## config.mk

```make
export PLATFORM = sky130hd
export DESIGN_NAME = bth_ctrl_flat
export DESIGN_NICKNAME = d
export VERILOG_FILES = /design/src/bth_pkg.sv /design/src/bth_ifs.sv /design/src/bth_ctrl.sv /design/src/flat_wrapper.sv
export SDC_FILE = /design/constraint.sdc
export NUM_CORES = 1
export LEC_CHECK = 0
export BUFFER_PORTS_ARGS = -buffer_cell sky130_fd_sc_hd__clkbuf_2
export CAP_MARGIN = 30
export CORE_MARGIN = 4
export CORE_UTILIZATION = 45
export CTS_BUF_LIST = sky130_fd_sc_hd__clkbuf_4 sky130_fd_sc_hd__clkbuf_8
export CTS_CLUSTER_DIAMETER = 120
export DETAILED_ROUTE_END_ITERATION = 7
export GPL_TIMING_DRIVEN = 1
export PLACE_DENSITY = 0.7
export SETUP_SLACK_MARGIN = 0.15
export SYNTH_ARGS = -nofsm -noshare
export SYNTH_HDL_FRONTEND = slang
export SYNTH_SLANG_ARGS = --single-unit
export TNS_END_PERCENT = 100
```

## constraint.sdc

```tcl
create_clock -name clk -period 5.15 [get_ports clk]
set_input_delay 0.515 -clock clk [delete_from_list [all_inputs] [get_ports clk]]
set_output_delay 0.515 -clock clk [all_outputs]
set_load 0.1 [all_outputs]
```

## src/bth_pkg.sv

```systemverilog
`default_nettype none

package bth_pkg;

    // Byte addresses are computed modulo 2**32; anything at or above the store
    // size reads as zero and ignores writes.
    localparam int unsigned ADDR_W       = 32;
    localparam int unsigned SIZE_W       = 16;
    localparam int unsigned CFG_W        = 13;
    localparam int unsigned REQ_W        = 12;
    localparam int unsigned OFF_W        = 12;

    localparam int unsigned HDR_BYTES    = 3;
    localparam int unsigned FTR_BYTES    = 2;
    localparam int unsigned TAG_BYTES    = HDR_BYTES + FTR_BYTES;
    localparam int unsigned FIRST_BLOCK  = 2;
    localparam int unsigned MIN_REGION   = 16;
    localparam int unsigned REGION_RESET = 4096;

    localparam logic [7:0] FLAG_FREE = 8'h00;
    localparam logic [7:0] FLAG_USED = 8'h01;

    typedef enum logic [1:0] {
        OP_ALLOC = 2'd0,
        OP_FREE  = 2'd1,
        OP_CHECK = 2'd2
    } opcode_t;

    typedef enum logic [1:0] {
        ST_OK        = 2'd0,
        ST_NO_FIT    = 2'd1,
        ST_NULL      = 2'd2,
        ST_NOT_ALLOC = 2'd3
    } status_t;

    // One byte or 16-bit little-endian access to the store.
    typedef struct packed {
        logic              valid;
        logic              write;
        logic              wide;
        logic [ADDR_W-1:0] addr;
        logic [SIZE_W-1:0] wdata;
    } mem_req_t;

    typedef struct packed {
        logic              done;
        logic [SIZE_W-1:0] rdata;
    } mem_rsp_t;

endpackage

`default_nettype wire

```

## src/bth_ifs.sv

```systemverilog
`default_nettype none

interface bth_req_if;
    logic        valid;
    logic        ready;
    logic [1:0]  opcode;
    logic [11:0] request_size;
    logic [11:0] block_offset;

    modport source (output valid, output opcode, output request_size, output block_offset,
                    input ready);
    modport sink (input valid, input opcode, input request_size, input block_offset,
                  output ready);
endinterface

interface bth_rsp_if;
    logic        valid;
    logic        ready;
    logic [1:0]  status;
    logic [11:0] payload_offset;

    modport source (output valid, output status, output payload_offset, input ready);
    modport sink (input valid, input status, input payload_offset, output ready);
endinterface

`default_nettype wire

```

## src/bth_ctrl.sv

```systemverilog
`default_nettype none

module bth_ctrl #(
    parameter int unsigned REGION_BYTES = 4096
) (
    input  wire logic              clk,
    input  wire logic              rst_n,
    bth_req_if.sink                request,
    bth_rsp_if.source              result,
    input  wire logic              cfg_we,
    input  wire logic [12:0]       cfg_wdata,
    output bth_pkg::mem_req_t      mreq,
    input  wire bth_pkg::mem_rsp_t mrsp
);

    localparam logic [16:0] REGION_MAX = 17'(REGION_BYTES);
    localparam logic [15:0] RESET_N    =
        16'((bth_pkg::REGION_RESET > REGION_BYTES) ? REGION_BYTES : bth_pkg::REGION_RESET);

    typedef enum logic [32:0] {
        S_IDLE   = 33'd1 << 0,
        S_F0     = 33'd1 << 1,
        S_F1     = 33'd1 << 2,
        S_F2     = 33'd1 << 3,
        S_F3     = 33'd1 << 4,
        S_A_END  = 33'd1 << 5,
        S_A_TEST = 33'd1 << 6,
        S_A_BSZ  = 33'd1 << 7,
        S_A_FLG  = 33'd1 << 8,
        S_A_S0   = 33'd1 << 9,
        S_A_S1   = 33'd1 << 10,
        S_A_S2   = 33'd1 << 11,
        S_A_U0   = 33'd1 << 12,
        S_A_U1   = 33'd1 << 13,
        S_A_U2   = 33'd1 << 14,
        S_R_END  = 33'd1 << 15,
        S_R_CLR  = 33'd1 << 16,
        S_R_CSZ  = 33'd1 << 17,
        S_R_NSZ  = 33'd1 << 18,
        S_R_NFL  = 33'd1 << 19,
        S_R_M0   = 33'd1 << 20,
        S_R_M1   = 33'd1 << 21,
        S_R_PREV = 33'd1 << 22,
        S_R_PSZ  = 33'd1 << 23,
        S_R_CSZ2 = 33'd1 << 24,
        S_R_PFL  = 33'd1 << 25,
        S_R_P0   = 33'd1 << 26,
        S_R_P1   = 33'd1 << 27,
        S_C_END  = 33'd1 << 28,
        S_C_FLG  = 33'd1 << 29,
        S_C_TEST = 33'd1 << 30,
        S_C_BSZ  = 33'd1 << 31,
        S_DONE   = 33'd1 << 32
    } cstate_t;

    cstate_t           state_reg, state_next;
    logic              fmt_pend_reg, fmt_pend_next;
    logic [15:0]       cfg_n_reg, cfg_n_next;
    logic [15:0]       fmt_n_reg, fmt_n_next;
    logic              out_valid_reg, out_valid_next;
    bth_pkg::status_t  out_status_reg, out_status_next;
    logic [11:0]       out_pay_reg, out_pay_next;
    bth_pkg::status_t  res_status_reg, res_status_next;
    logic [11:0]       res_pay_reg, res_pay_next;
    logic [15:0]       rq_reg, rq_next;
    logic [15:0]       rem_reg, rem_next;
    logic [11:0]       p_reg, p_next;
    logic [15:0]       end_reg, end_next;
    logic [16:0]       cur_reg, cur_next;
    logic [15:0]       bsz_reg, bsz_next;
    logic [15:0]       csz_reg, csz_next;
    logic [15:0]       nsz_reg, nsz_next;
    logic [15:0]       psz_reg, psz_next;
    logic              flag_reg, flag_next;

    logic [31:0]       p32, hdr, cur32;
    logic [16:0]       cn, cp, cfg_v;
    logic [15:0]       cfg_clamp, rd16, used, rem;
    logic [7:0]        rd8;
    logic              fits, in_ready;

    assign in_ready             = (state_reg == S_IDLE) && !fmt_pend_reg;
    assign request.ready        = in_ready;
    assign result.valid         = out_valid_reg;
    assign result.status        = out_status_reg;
    assign result.payload_offset = out_pay_reg;

    always_comb
    begin
        p32   = 32'(p_reg);
        hdr   = p32 - 32'(bth_pkg::HDR_BYTES);
        cur32 = 32'(cur_reg);
        cn    = {1'b0, csz_reg} + {1'b0, nsz_reg};
        cp    = {1'b0, csz_reg} + {1'b0, psz_reg};
        rd16  = mrsp.rdata;
        rd8   = mrsp.rdata[7:0];
        used  = rq_reg + 16'(bth_pkg::TAG_BYTES);
        rem   = bsz_reg - 16'(bth_pkg::TAG_BYTES) - rq_reg;
        fits  = (rd8 == bth_pkg::FLAG_FREE) &&
                ({1'b0, bsz_reg} >= {1'b0, rq_reg} + 17'(bth_pkg::TAG_BYTES));
        cfg_v = 17'(cfg_wdata);
        if (cfg_v < 17'(bth_pkg::MIN_REGION))
            cfg_clamp = 16'(bth_pkg::MIN_REGION);
        else if (cfg_v > REGION_MAX)
            cfg_clamp = REGION_MAX[15:0];
        else
            cfg_clamp = cfg_v[15:0];
    end

    // Store access issued by the current step; held until the store reports done.
    always_comb
    begin
        mreq       = '0;
        mreq.valid = 1'b1;
        mreq.wide  = 1'b1;
        case (state_reg)
            S_F0:
            begin
                mreq.write = 1'b1;
                mreq.wdata = fmt_n_reg;
            end
            S_F1:
            begin
                mreq.write = 1'b1;
                mreq.addr  = 32'(bth_pkg::FIRST_BLOCK);
                mreq.wdata = fmt_n_reg - 16'(bth_pkg::FIRST_BLOCK);
            end
            S_F2:
            begin
                mreq.write = 1'b1;
                mreq.wide  = 1'b0;
                mreq.addr  = 32'(bth_pkg::FIRST_BLOCK) + 32'd2;
                mreq.wdata = 16'(bth_pkg::FLAG_FREE);
            end
            S_F3:
            begin
                mreq.write = 1'b1;
                mreq.addr  = 32'(fmt_n_reg) - 32'd2;
                mreq.wdata = fmt_n_reg - 16'(bth_pkg::FIRST_BLOCK);
            end
            S_A_END, S_R_END, S_C_END:
                mreq.addr = '0;
            S_A_BSZ, S_C_BSZ:
                mreq.addr = cur32;
            S_A_FLG:
            begin
                mreq.wide = 1'b0;
                mreq.addr = cur32 + 32'd2;
            end
            S_A_S0:
            begin
                mreq.write = 1'b1;
                mreq.addr  = cur32 + 32'(rq_reg) + 32'(bth_pkg::TAG_BYTES);
                mreq.wdata = rem_reg;
            end
            S_A_S1:
            begin
                mreq.write = 1'b1;
                mreq.wide  = 1'b0;
                mreq.addr  = cur32 + 32'(rq_reg) + 32'(bth_pkg::TAG_BYTES) + 32'd2;
                mreq.wdata = 16'(bth_pkg::FLAG_FREE);
            end
            S_A_S2:
            begin
                mreq.write = 1'b1;
                mreq.addr  = cur32 + 32'(bsz_reg) - 32'(bth_pkg::FTR_BYTES);
                mreq.wdata = rem_reg;
            end
            S_A_U0:
            begin
                mreq.write = 1'b1;
                mreq.addr  = cur32;
                mreq.wdata = used;
            end
            S_A_U1:
            begin
                mreq.write = 1'b1;
                mreq.wide  = 1'b0;
                mreq.addr  = cur32 + 32'd2;
                mreq.wdata = 16'(bth_pkg::FLAG_USED);
            end
            S_A_U2:
            begin
                mreq.write = 1'b1;
                mreq.addr  = cur32 + 32'(bth_pkg::HDR_BYTES) + 32'(rq_reg);
                mreq.wdata = used;
            end
            S_R_CLR:
            begin
                mreq.write = 1'b1;
                mreq.wide  = 1'b0;
                mreq.addr  = p32 - 32'd1;
                mreq.wdata = 16'(bth_pkg::FLAG_FREE);
            end
            S_R_CSZ, S_R_CSZ2:
                mreq.addr = hdr;
            S_R_NSZ:
                mreq.addr = p32 + 32'(csz_reg) - 32'(bth_pkg::HDR_BYTES);
            S_R_NFL:
            begin
                mreq.wide = 1'b0;
                mreq.addr = p32 + 32'(csz_reg) - 32'd1;
            end
            S_R_M0:
            begin
                mreq.write = 1'b1;
                mreq.addr  = hdr;
                mreq.wdata = cn[15:0];
            end
            S_R_M1:
            begin
                mreq.write = 1'b1;
                mreq.addr  = hdr + 32'(cn) - 32'(bth_pkg::FTR_BYTES);
                mreq.wdata = cn[15:0];
            end
            S_R_PSZ:
                mreq.addr = p32 - 32'(bth_pkg::TAG_BYTES);
            S_R_PFL:
            begin
                mreq.wide = 1'b0;
                mreq.addr = p32 - 32'(psz_reg) - 32'd1;
            end
            S_R_P0:
            begin
                mreq.write = 1'b1;
                mreq.addr  = hdr - 32'(psz_reg);
                mreq.wdata = cp[15:0];
            end
            S_R_P1:
            begin
                mreq.write = 1'b1;
                mreq.addr  = hdr + 32'(csz_reg) - 32'(bth_pkg::FTR_BYTES);
                mreq.wdata = cp[15:0];
            end
            S_C_FLG:
            begin
                mreq.wide = 1'b0;
                mreq.addr = p32 - 32'd1;
            end
            default:
            begin
                mreq.valid = 1'b0;
                mreq.wide  = 1'b0;
            end
        endcase
    end

    always_comb
    begin
        state_next      = state_reg;
        fmt_pend_next   = fmt_pend_reg;
        cfg_n_next      = cfg_n_reg;
        fmt_n_next      = fmt_n_reg;
        out_valid_next  = out_valid_reg && !result.ready;
        out_status_next = out_status_reg;
        out_pay_next    = out_pay_reg;
        res_status_next = res_status_reg;
        res_pay_next    = res_pay_reg;
        rq_next         = rq_reg;
        rem_next        = rem_reg;
        p_next          = p_reg;
        end_next        = end_reg;
        cur_next        = cur_reg;
        bsz_next        = bsz_reg;
        csz_next        = csz_reg;
        nsz_next        = nsz_reg;
        psz_next        = psz_reg;
        flag_next       = flag_reg;

        case (state_reg)
            S_IDLE:
            begin
                res_pay_next = '0;
                if (fmt_pend_reg)
                begin
                    fmt_pend_next = 1'b0;
                    fmt_n_next    = cfg_n_reg;
                    state_next    = S_F0;
                end
                else if (request.valid)
                begin
                    rq_next = 16'(request.request_size);
                    p_next  = request.block_offset;
                    case (bth_pkg::opcode_t'(request.opcode))
                        bth_pkg::OP_ALLOC:
                            state_next = S_A_END;
                        bth_pkg::OP_FREE:
                        begin
                            res_status_next = bth_pkg::ST_NULL;
                            state_next = (request.block_offset == '0) ? S_DONE : S_R_END;
                        end
                        bth_pkg::OP_CHECK:
                        begin
                            res_status_next = bth_pkg::ST_NULL;
                            state_next = (request.block_offset == '0) ? S_DONE : S_C_END;
                        end
                        default:
                        begin
                            res_status_next = bth_pkg::ST_OK;
                            state_next      = S_DONE;
                        end
                    endcase
                end
            end
            S_F0, S_F1, S_F2, S_R_M0, S_R_P0, S_A_S0, S_A_S1, S_A_S2, S_A_U0, S_A_U1:
            begin
                if (mrsp.done)
                begin
                    case (state_reg)
                        S_F0:    state_next = S_F1;
                        S_F1:    state_next = S_F2;
                        S_F2:    state_next = S_F3;
                        S_R_M0:  state_next = S_R_M1;
                        S_R_P0:  state_next = S_R_P1;
                        S_A_S0:  state_next = S_A_S1;
                        S_A_S1:  state_next = S_A_S2;
                        S_A_S2:  state_next = S_A_U0;
                        S_A_U0:  state_next = S_A_U1;
                        default: state_next = S_A_U2;
                    endcase
                end
            end
            S_F3:
            begin
                if (mrsp.done)
                    state_next = S_IDLE;
            end
            S_A_END:
            begin
                if (mrsp.done)
                begin
                    end_next   = rd16;
                    cur_next   = 17'(bth_pkg::FIRST_BLOCK);
                    state_next = S_A_TEST;
                end
            end
            S_A_TEST:
            begin
                if (cur_reg < {1'b0, end_reg})
                    state_next = S_A_BSZ;
                else
                begin
                    res_status_next = bth_pkg::ST_NO_FIT;
                    state_next      = S_DONE;
                end
            end
            S_A_BSZ:
            begin
                if (mrsp.done)
                begin
                    bsz_next   = rd16;
                    state_next = S_A_FLG;
                end
            end
            S_A_FLG:
            begin
                if (mrsp.done)
                begin
                    if (fits)
                    begin
                        rem_next = rem;
                        if (rem >= 16'(bth_pkg::TAG_BYTES))
                            state_next = S_A_S0;
                        else
                        begin
                            // Remainder too small for its own tags: it pads this block.
                            rq_next    = rq_reg + rem;
                            state_next = S_A_U0;
                        end
                    end
                    else if (bsz_reg == '0)
                    begin
                        res_status_next = bth_pkg::ST_NO_FIT;
                        state_next      = S_DONE;
                    end
                    else
                    begin
                        cur_next   = cur_reg + 17'(bsz_reg);
                        state_next = S_A_TEST;
                    end
                end
            end
            S_A_U2:
            begin
                if (mrsp.done)
                begin
                    res_status_next = bth_pkg::ST_OK;
                    res_pay_next    = cur_reg[11:0] + 12'(bth_pkg::HDR_BYTES);
                    state_next      = S_DONE;
                end
            end
            S_R_END:
            begin
                if (mrsp.done)
                begin
                    end_next   = rd16;
                    state_next = S_R_CLR;
                end
            end
            S_R_CLR:
            begin
                if (mrsp.done)
                    state_next = S_R_CSZ;
            end
            S_R_CSZ:
            begin
                if (mrsp.done)
                begin
                    csz_next = rd16;
                    if ((hdr + 32'(rd16)) != 32'(end_reg))
                        state_next = S_R_NSZ;
                    else
                        state_next = S_R_PREV;
                end
            end
            S_R_NSZ:
            begin
                if (mrsp.done)
                begin
                    nsz_next   = rd16;
                    state_next = S_R_NFL;
                end
            end
            S_R_NFL:
            begin
                if (mrsp.done)
                    state_next = (rd8 == bth_pkg::FLAG_FREE) ? S_R_M0 : S_R_PREV;
            end
            S_R_M1:
            begin
                if (mrsp.done)
                    state_next = S_R_PREV;
            end
            S_R_PREV:
            begin
                res_status_next = bth_pkg::ST_OK;
                if (hdr != 32'(bth_pkg::FIRST_BLOCK))
                    state_next = S_R_PSZ;
                else
                    state_next = S_DONE;
            end
            S_R_PSZ:
            begin
                if (mrsp.done)
                begin
                    psz_next   = rd16;
                    state_next = S_R_CSZ2;
                end
            end
            S_R_CSZ2:
            begin
                // The size is read again since a merge with the next block may change it.
                if (mrsp.done)
                begin
                    csz_next   = rd16;
                    state_next = S_R_PFL;
                end
            end
            S_R_PFL:
            begin
                if (mrsp.done)
                    state_next = (rd8 == bth_pkg::FLAG_FREE) ? S_R_P0 : S_DONE;
            end
            S_R_P1:
            begin
                if (mrsp.done)
                    state_next = S_DONE;
            end
            S_C_END:
            begin
                if (mrsp.done)
                begin
                    end_next = rd16;
                    if (17'(p_reg) > {1'b0, rd16})
                    begin
                        res_status_next = bth_pkg::ST_NOT_ALLOC;
                        state_next      = S_DONE;
                    end
                    else
                        state_next = S_C_FLG;
                end
            end
            S_C_FLG:
            begin
                if (mrsp.done)
                begin
                    flag_next  = (rd8 == bth_pkg::FLAG_USED);
                    cur_next   = 17'(bth_pkg::FIRST_BLOCK);
                    state_next = S_C_TEST;
                end
            end
            S_C_TEST:
            begin
                if (cur_reg < {1'b0, end_reg})
                begin
                    if (flag_reg && (18'(cur_reg) + 18'(bth_pkg::HDR_BYTES) == 18'(p_reg)))
                    begin
                        res_status_next = bth_pkg::ST_OK;
                        state_next      = S_DONE;
                    end
                    else
                        state_next = S_C_BSZ;
                end
                else
                begin
                    res_status_next = bth_pkg::ST_NOT_ALLOC;
                    state_next      = S_DONE;
                end
            end
            S_C_BSZ:
            begin
                if (mrsp.done)
                begin
                    if (rd16 == '0)
                    begin
                        res_status_next = bth_pkg::ST_NOT_ALLOC;
                        state_next      = S_DONE;
                    end
                    else
                    begin
                        cur_next   = cur_reg + 17'(rd16);
                        state_next = S_C_TEST;
                    end
                end
            end
            S_DONE:
            begin
                if (!out_valid_reg || result.ready)
                begin
                    out_valid_next  = 1'b1;
                    out_status_next = res_status_reg;
                    out_pay_next    = res_pay_reg;
                    state_next      = S_IDLE;
                end
            end
            default:
                state_next = S_IDLE;
        endcase

        if (cfg_we)
        begin
            cfg_n_next    = cfg_clamp;
            fmt_pend_next = 1'b1;
        end
    end

    always_ff @(posedge clk or negedge rst_n)
    begin
        if (!rst_n)
        begin
            state_reg     <= S_IDLE;
            fmt_pend_reg  <= 1'b1;
            cfg_n_reg     <= RESET_N;
            out_valid_reg <= 1'b0;
        end
        else
        begin
            state_reg     <= state_next;
            fmt_pend_reg  <= fmt_pend_next;
            cfg_n_reg     <= cfg_n_next;
            out_valid_reg <= out_valid_next;
        end
    end

    always_ff @(posedge clk)
    begin
        fmt_n_reg      <= fmt_n_next;
        out_status_reg <= out_status_next;
        out_pay_reg    <= out_pay_next;
        res_status_reg <= res_status_next;
        res_pay_reg    <= res_pay_next;
        rq_reg         <= rq_next;
        rem_reg        <= rem_next;
        p_reg          <= p_next;
        end_reg        <= end_next;
        cur_reg        <= cur_next;
        bsz_reg        <= bsz_next;
        csz_reg        <= csz_next;
        nsz_reg        <= nsz_next;
        psz_reg        <= psz_next;
        flag_reg       <= flag_next;
    end

    a_no_access_while_ready: assert property (@(posedge clk) disable iff (!rst_n)
        in_ready |-> !mreq.valid)
        else $error("store access issued while taking a new item");

    a_result_from_done: assert property (@(posedge clk) disable iff (!rst_n)
        $rose(out_valid_reg) |-> $past(state_reg == S_DONE))
        else $error("result raised outside the done step");

    a_format_first: assert property (@(posedge clk) disable iff (!rst_n)
        (state_reg == S_IDLE && fmt_pend_reg) |=> (state_reg == S_F0))
        else $error("pending format not started");

endmodule

`default_nettype wire
```

## src/flat_wrapper.sv

```systemverilog
// flat-port wrapper written by rule: the top's interface ports become plain ports
module bth_ctrl_flat 
#(
    parameter int unsigned REGION_BYTES = 4096
)
  (clk, rst_n, cfg_we, cfg_wdata, mreq, mrsp, request_valid, request_opcode, request_request_size, request_block_offset, request_ready, result_valid, result_status, result_payload_offset, result_ready);
  bth_req_if request_i ();
  bth_rsp_if result_i ();
  input  wire logic clk;
  input  wire logic rst_n;
  input  wire logic cfg_we;
  input  wire logic [12:0] cfg_wdata;
  output bth_pkg::mem_req_t mreq;
  input  wire bth_pkg::mem_rsp_t mrsp;
  input wire logic [$bits(request_i.valid)-1:0] request_valid;
  input wire logic [$bits(request_i.opcode)-1:0] request_opcode;
  input wire logic [$bits(request_i.request_size)-1:0] request_request_size;
  input wire logic [$bits(request_i.block_offset)-1:0] request_block_offset;
  output wire logic [$bits(request_i.ready)-1:0] request_ready;
  output wire logic [$bits(result_i.valid)-1:0] result_valid;
  output wire logic [$bits(result_i.status)-1:0] result_status;
  output wire logic [$bits(result_i.payload_offset)-1:0] result_payload_offset;
  input wire logic [$bits(result_i.ready)-1:0] result_ready;
  assign request_i.valid = request_valid;
  assign request_i.opcode = request_opcode;
  assign request_i.request_size = request_request_size;
  assign request_i.block_offset = request_block_offset;
  assign request_ready = request_i.ready;
  assign result_valid = result_i.valid;
  assign result_status = result_i.status;
  assign result_payload_offset = result_i.payload_offset;
  assign result_i.ready = result_ready;
  bth_ctrl #(.REGION_BYTES(REGION_BYTES)) u_core (.clk(clk), .rst_n(rst_n), .request(request_i), .result(result_i), .cfg_we(cfg_we), .cfg_wdata(cfg_wdata), .mreq(mreq), .mrsp(mrsp));
endmodule
```

After elaboration in Yosys (flattened, before gate mapping)
Index checks and enable logic that the tools add are counted. W data, S select, Z words.

Bits in registers: 237. Word-level logic and storage cells: 265. Output and inout port bits: 67. Input bits: 61.

$add $sub $neg: 35. Eq/ne operators: 74. $lt $le $gt $ge: 6. Bitwise logic cells: 1. Reduce and logical (&&, ||, !) cells: 51. Multiplexer cells: 79.

Operators with widths (count): $mux W33 (32); $pmux W33 S23 (1); $pmux W32 S18 (1); $pmux W28 S9 (1); $sub A32 B2 Y32 const B (4); $pmux W16 S7 (1); $mux W17 (6); $pmux W33 S3 (1); $add A32 B16 Y32 (3); $mux W16 (5); $sub A32 B1 Y32 const B (2); $add A17 B2 Y18 const B (3); $ne A2 B2 Y1 const B (26); $pmux W17 S3 (1); $mux W23 (2); $mux W13 (3); $add A17 B16 Y18 (2); $add A17 B16 Y17 (2); $eq A33 B1 Y1 const B (1); $eq A33 B10 Y1 const B (1); $eq A33 B11 Y1 const B (1); $eq A33 B12 Y1 const B (1); $eq A33 B13 Y1 const B (1); $eq A33 B14 Y1 const B (1); 90 further kinds (144).

Longest topological paths before layout
Word-level depth: 7. Depth in mapped cells: 25. Mapped depth without buffers: 25.

Worst setup path before layout
OpenSTA, ideal clock, no wires.

Path type: register -> output. Start: register u_core.csz_reg[1]. End: output port mreq[35] (netlist name). Path slack: -1754 ps. Arrival: 6389 ps. Path buffers: 0. Stages on the path, launching flop included: 23. Data required time: 4635 ps. Cell sequence: edfxtp_1 -> inv_1 -> fa_1 -> nor2b_1 -> o21ai_0 -> a21oi_1 -> o21ai_0 -> a21oi_1 -> o21ai_0 -> a21oi_1 -> nor2_1 -> xor2_1 -> ha_1 -> inv_1 -> ha_1 -> a21o_1 -> a41o_1 -> a221oi_1 -> o21ai_0 -> a21o_1 -> a21oi_1 -> nor2_1 -> o31ai_1.

RTL lines: from (decl) (RTL line bth_ctrl.sv:71) `logic [15:0] csz_reg, csz_next;`; from (signal assigned) (RTL line bth_ctrl.sv:578) `csz_reg <= csz_next;`; to (decl) (RTL line flat_wrapper.sv:13) `output bth_pkg::mem_req_t mreq;`.

==> impl_metrics.prom <==
# TYPE chip_impl_metric gauge
chip_impl_metric{name="grt_start_max_net_pins",unit=""} 49
chip_impl_metric{name="total_leakage_power",unit="nW"} 15.1
chip_impl_metric{name="die_h",unit="um"} 253
chip_impl_metric{name="routed-via-count",unit=""} 28700
chip_impl_metric{name="synth-edff-count",unit=""} 183
chip_impl_metric{name="post_synth_and_or_nand_nor_area_fraction",unit=""} 0.201
chip_impl_metric{name="setup_viol_count_final",unit=""} 25
chip_impl_metric{name="switching_share",unit=""} 0.448
chip_impl_info{name="post-synth-top-count-cell",value="ha_1"} 1
chip_impl_info{name="cts_tree",value="done"} 1
chip_impl_metric{name="fin_area",unit="um^2"} 34700
chip_impl_metric{name="synth_nets",unit=""} 3601
chip_impl_metric{name="totalWireLength",unit="mm"} 126
chip_impl_metric{name="synthAdderAreaFrac",unit=""} 0.163
chip_impl_info{name="timing.hold.worst_endpoint",value="u_core.result.valid"} 1
chip_impl_metric{name="clk_pin_slew",unit="ps"} 60
chip_impl_metric{name="p_int",unit="mW"} 5.02
chip_impl_metric{name="critPathArrivalTime",unit="ps"} 5680
chip_impl_metric{name="maxClockFrequency",unit="MHz"} 161
chip_impl_metric{name="postPlaceCellArea",unit="um^2"} 32300
chip_impl_metric{name="switch_pwr",unit="mW"} 4.07
chip_impl_metric{name="power_frac_comb",unit=""} 0.516
chip_impl_metric{name="die_w",unit="um"} 253
chip_impl_metric{name="timing.hold.worst_path_depth",unit=""} 2
chip_impl_metric{name="die_area",unit="um^2"} 63800
chip_impl_metric{name="yosys-mux-area-fraction",unit=""} 0.0115
chip_impl_info{name="worstReg2RegStart",value="u_core.state_reg[25]"} 1
chip_impl_metric{name="netlist_area",unit="um^2"} 26900
chip_impl_metric{name="first_pass_grt_wire_length",unit="mm"} 178
chip_impl_info{name="worst_setup_path_end_kind",value="output port"} 1
chip_impl_metric{name="finalWorstPathRequiredPeriod",unit="ps"} 6200
chip_impl_info{name="largest_area_contributor_in_the_synthesized_netlist",value="edfxtp_1"} 1
chip_impl_info{name="synth.top_cells.by_area",value="edfxtp_1, ha_1, xnor2_1"} 1
chip_impl_info{name="rsz0062_at_grt",value="true"} 1
chip_impl_info{name="critPathTopFamily",value="compound AO/OA/AOI/OAI gates"} 1
chip_impl_metric{name="dp_hpwl",unit="mm"} 103
chip_impl_metric{name="layout-drive-gt1-share",unit=""} 0.255
chip_impl_metric{name="worst_ir_drop_vdd",unit="uV"} 275
chip_impl_info{name="status",value="finished with violations"} 1
chip_impl_metric{name="finalPower",unit="mW"} 9.09
chip_impl_metric{name="initial_core_util",unit=""} 0.455
chip_impl_metric{name="timing_worst_slew_pin_value",unit="ps"} 1280
chip_impl_metric{name="synthesis.yosys.warnings",unit=""} 0
chip_impl_metric{name="postSynthRegisterBits",unit=""} 231
chip_impl_metric{name="h-tree-depth",unit=""} 2
chip_impl_metric{name="worst-r2r-setup-slack",unit="ps"} 350
chip_impl_metric{name="final_net_count",unit=""} 4154
chip_impl_metric{name="synthDominantCellAreaShare",unit=""} 0.204
chip_impl_info{name="timing.critical_path.slowest_stage_cell",value="edfxtp_1"} 1
chip_impl_metric{name="critPathBufInv",unit=""} 7
chip_impl_metric{name="io-pin-count",unit=""} 128
chip_impl_info{name="cts.root.buffer_cell",value="clkbuf_8"} 1
chip_impl_metric{name="clkSinkCount",unit=""} 231
chip_impl_info{name="worstSetupPathType",value="reg2out"} 1
chip_impl_info{name="postSynth.topFlopCell",value="edfxtp_1"} 1
chip_impl_metric{name="synth_seq_area_share",unit=""} 0.249
chip_impl_metric{name="port_buffers",unit=""} 127
chip_impl_metric{name="overflow",unit=""} 0
chip_impl_metric{name="clock_insertion_delay_at_the_later_pin_of_the_skew_report",unit="ps"} 630
chip_impl_metric{name="area_delta_synth_final",unit="%"} 29.0
chip_impl_metric{name="antenna_violating_nets_post_route",unit=""} 0
chip_impl_info{name="timing.hold.worst.start",value="result_ready"} 1
chip_impl_metric{name="timing.final.hold_violations",unit=""} 0
chip_impl_metric{name="maxSlewViolCount",unit=""} 0
chip_impl_metric{name="r2r.worst_path.cells",unit=""} 19
chip_impl_metric{name="globalRouteTotalUtil",unit=""} 0.378
chip_impl_metric{name="clk_path_buf_depth",unit=""} 3
chip_impl_metric{name="synth-xor-area-share",unit=""} 0.106
chip_impl_metric{name="worst_clock_skew",unit="ps"} 29.0
chip_impl_metric{name="setup_ws",unit="ps"} -1050
chip_impl_metric{name="timing.critical_path.fanout_max",unit=""} 4
chip_impl_info{name="violations_in_the_final_reports",value="negative setup slack"} 1
chip_impl_metric{name="finalCritPeriodShare",unit=""} 1.20
chip_impl_metric{name="core_occupancy_in_the_finished_layout",unit=""} 0.587
chip_impl_info{name="synth_top_family_by_area",value="compound AO/OA/AOI/OAI gates"} 1
chip_impl_metric{name="first_iter_violations",unit=""} 3555
chip_impl_metric{name="critical-path-max-stage-delay",unit="ps"} 380
chip_impl_metric{name="placement_rows",unit=""} 89
chip_impl_info{name="synth_common_cells",value="ha_1, inv_1, nor2_1, nand2_1, xnor2_1"} 1
chip_impl_metric{name="p_per_area",unit="nW/um^2"} 262
chip_impl_metric{name="remaining_drc_errors",unit=""} 0
chip_impl_metric{name="post_drt_wl_per_cell",unit="um"} 27.5
chip_impl_info{name="cp-start-kind",value="flip-flop"} 1
chip_impl_metric{name="fillers",unit=""} 5194
chip_impl_metric{name="grt_antenna_before_repair",unit=""} 4
chip_impl_metric{name="power_frac_clock",unit=""} 0.208
chip_impl_info{name="r2r-end",value="u_core.cur_reg[15]"} 1
chip_impl_metric{name="synth-async-reset-ratio",unit=""} 0.208
chip_impl_metric{name="finalHoldWorstSlack",unit="ps"} 97.4
chip_impl_info{name="hp-class",value="in2reg"} 1
chip_impl_metric{name="power_frac_seq",unit=""} 0.275
chip_impl_metric{name="maxCapViolations",unit=""} 0
chip_impl_metric{name="relSlewSlack",unit=""} 0.148
chip_impl_metric{name="synth-compound-area-share",unit=""} 0.219
chip_impl_metric{name="core_region_area",unit="um^2"} 59100
chip_impl_metric{name="cts_buffers",unit=""} 44
chip_impl_metric{name="syn_inst",unit=""} 3201
chip_impl_metric{name="ys_types",unit=""} 106
chip_impl_metric{name="avgViaCountPerCell",unit=""} 6.30
chip_impl_metric{name="vias_in_the_first_global_route",unit=""} 26800
chip_impl_metric{name="place_ws",unit="ps"} -430
chip_impl_metric{name="firstDrtPassIters",unit=""} 7
chip_impl_metric{name="synthesis.area_per_instance",unit="um^2"} 8.41
chip_impl_metric{name="placer_congestion_estimate",unit=""} 1.09
chip_impl_metric{name="largest_register_ff_count",unit=""} 33
chip_impl_metric{name="worstPathRequired",unit="ps"} 4640
## repair_timing
action / 4_1_cts / 5_1_grt
endpoints found under the hold margin: 22 / 0
setup buffers: 23 / 19
hold buffers: 1 / 0
cloned: 0 / 1
resized for setup: 114 / 127
pin swaps: 71 / 67
setup endpoints to repair: 49 / 71
## layout make-up
type	count	area (um^2)	share of cell area
antenna	2	5.00	0.000144
clock buffer	63	779	0.0224
clock inverter	16	118	0.00339
inverter	282	1070	0.0308
multi-input combinational	2607	20200	0.582
sequential	231	6700	0.193
tap	773	967	0.0279
timing repair buffer	588	4860	0.140
## cell usage in the layout, fill, tap and decap left out, types with 47 or more instances in the layout
| cell | synthesis | routed |
|---|---|---|
| a21oi_1 | 179 | 160 |
| a21o_1 | 79 | 78 |
| nor3_1 | 89 | 78 |
| inv_1 | 282 | 265 |
| xor2_1 | 120 | 111 |
| nand2_1 | 237 | 235 |
| nand3_1 | 81 | 77 |
| o21ai_0 | 178 | 152 |
| xnor2_1 | 198 | 181 |
| buf_4 | 2 | 435 |
| nor2_1 | 269 | 260 |
| clkbuf_8 | 0 | 49 |
| o21a_1 | 47 | 47 |
| edfxtp_1 | 183 | 183 |
| ha_1 | 323 | 302 |
| clkbuf_2 | 0 | 80 |
## how the worst max path moves through the flow
stage          depth (start not counted)        to  slack [ps]         startpoint
5_1_grt                               27  mreq[32]       -1240  u_core.csz_reg[0]
6_report                              28  mreq[29]       -1050  u_core.csz_reg[0]
3_5_place_dp                          26  mreq[32]        -430  u_core.csz_reg[0]
3_3_place_gp                          26  mreq[32]        -330  u_core.csz_reg[0]
4_1_cts                               26  mreq[32]        -980  u_core.csz_reg[0]
2_1_floorplan                         22  mreq[33]        -360  u_core.csz_reg[1]
## worst register-to-register path: cells and delay by family (launching register included)
kind | cells | cell delay (ps)
AOI/OAI and AO/OA | 8 | 1600
adders and majority gates | 1 | 280
buffers and inverters | 2 | 350
DFF | 1 | 440
muxes | 2 | 600
and+or+nand+nor | 6 | 1280
## metrics by stage
stage	cells	setup TNS [ps]
after global placement	4431	-1980
after global routing	4561	-22750
after CTS	4540	-16720
after detailed placement	4437	-3310
after floorplan	3201	-931
final	4562	-17950
## metal layers
| layer | GRT usage | share of wire |
|---|---|---|
| met5 | 0 | 0.00010 |
| met4 | 0.227 | 0.075 |
| met3 | 0.0813 | 0.11 |
| met2 | 0.575 | 0.42 |
| met1 | 0.496 | 0.40 |
## logic make-up after synthesis
family          count (synthesis)
compound gates                860
xor+xnor                      321
fa+ha+maj                     341
buf+inv                       363
flops                         231
mux                            29
simple gates                 1056
## power by group through the flow
stage | logic, mW | registers, mW | clock network, mW
after floorplan | 2.67 | 2.43 | 0
after global placement | 4.22 | 2.52 | 0
after detailed placement | 4.26 | 2.53 | 0
after CTS | 4.43 | 2.49 | 1.92
after global routing | 4.92 | 2.50 | 2.00
final | 4.70 | 2.50 | 1.89
No activity file was read; power rests on OpenSTA's default activity.
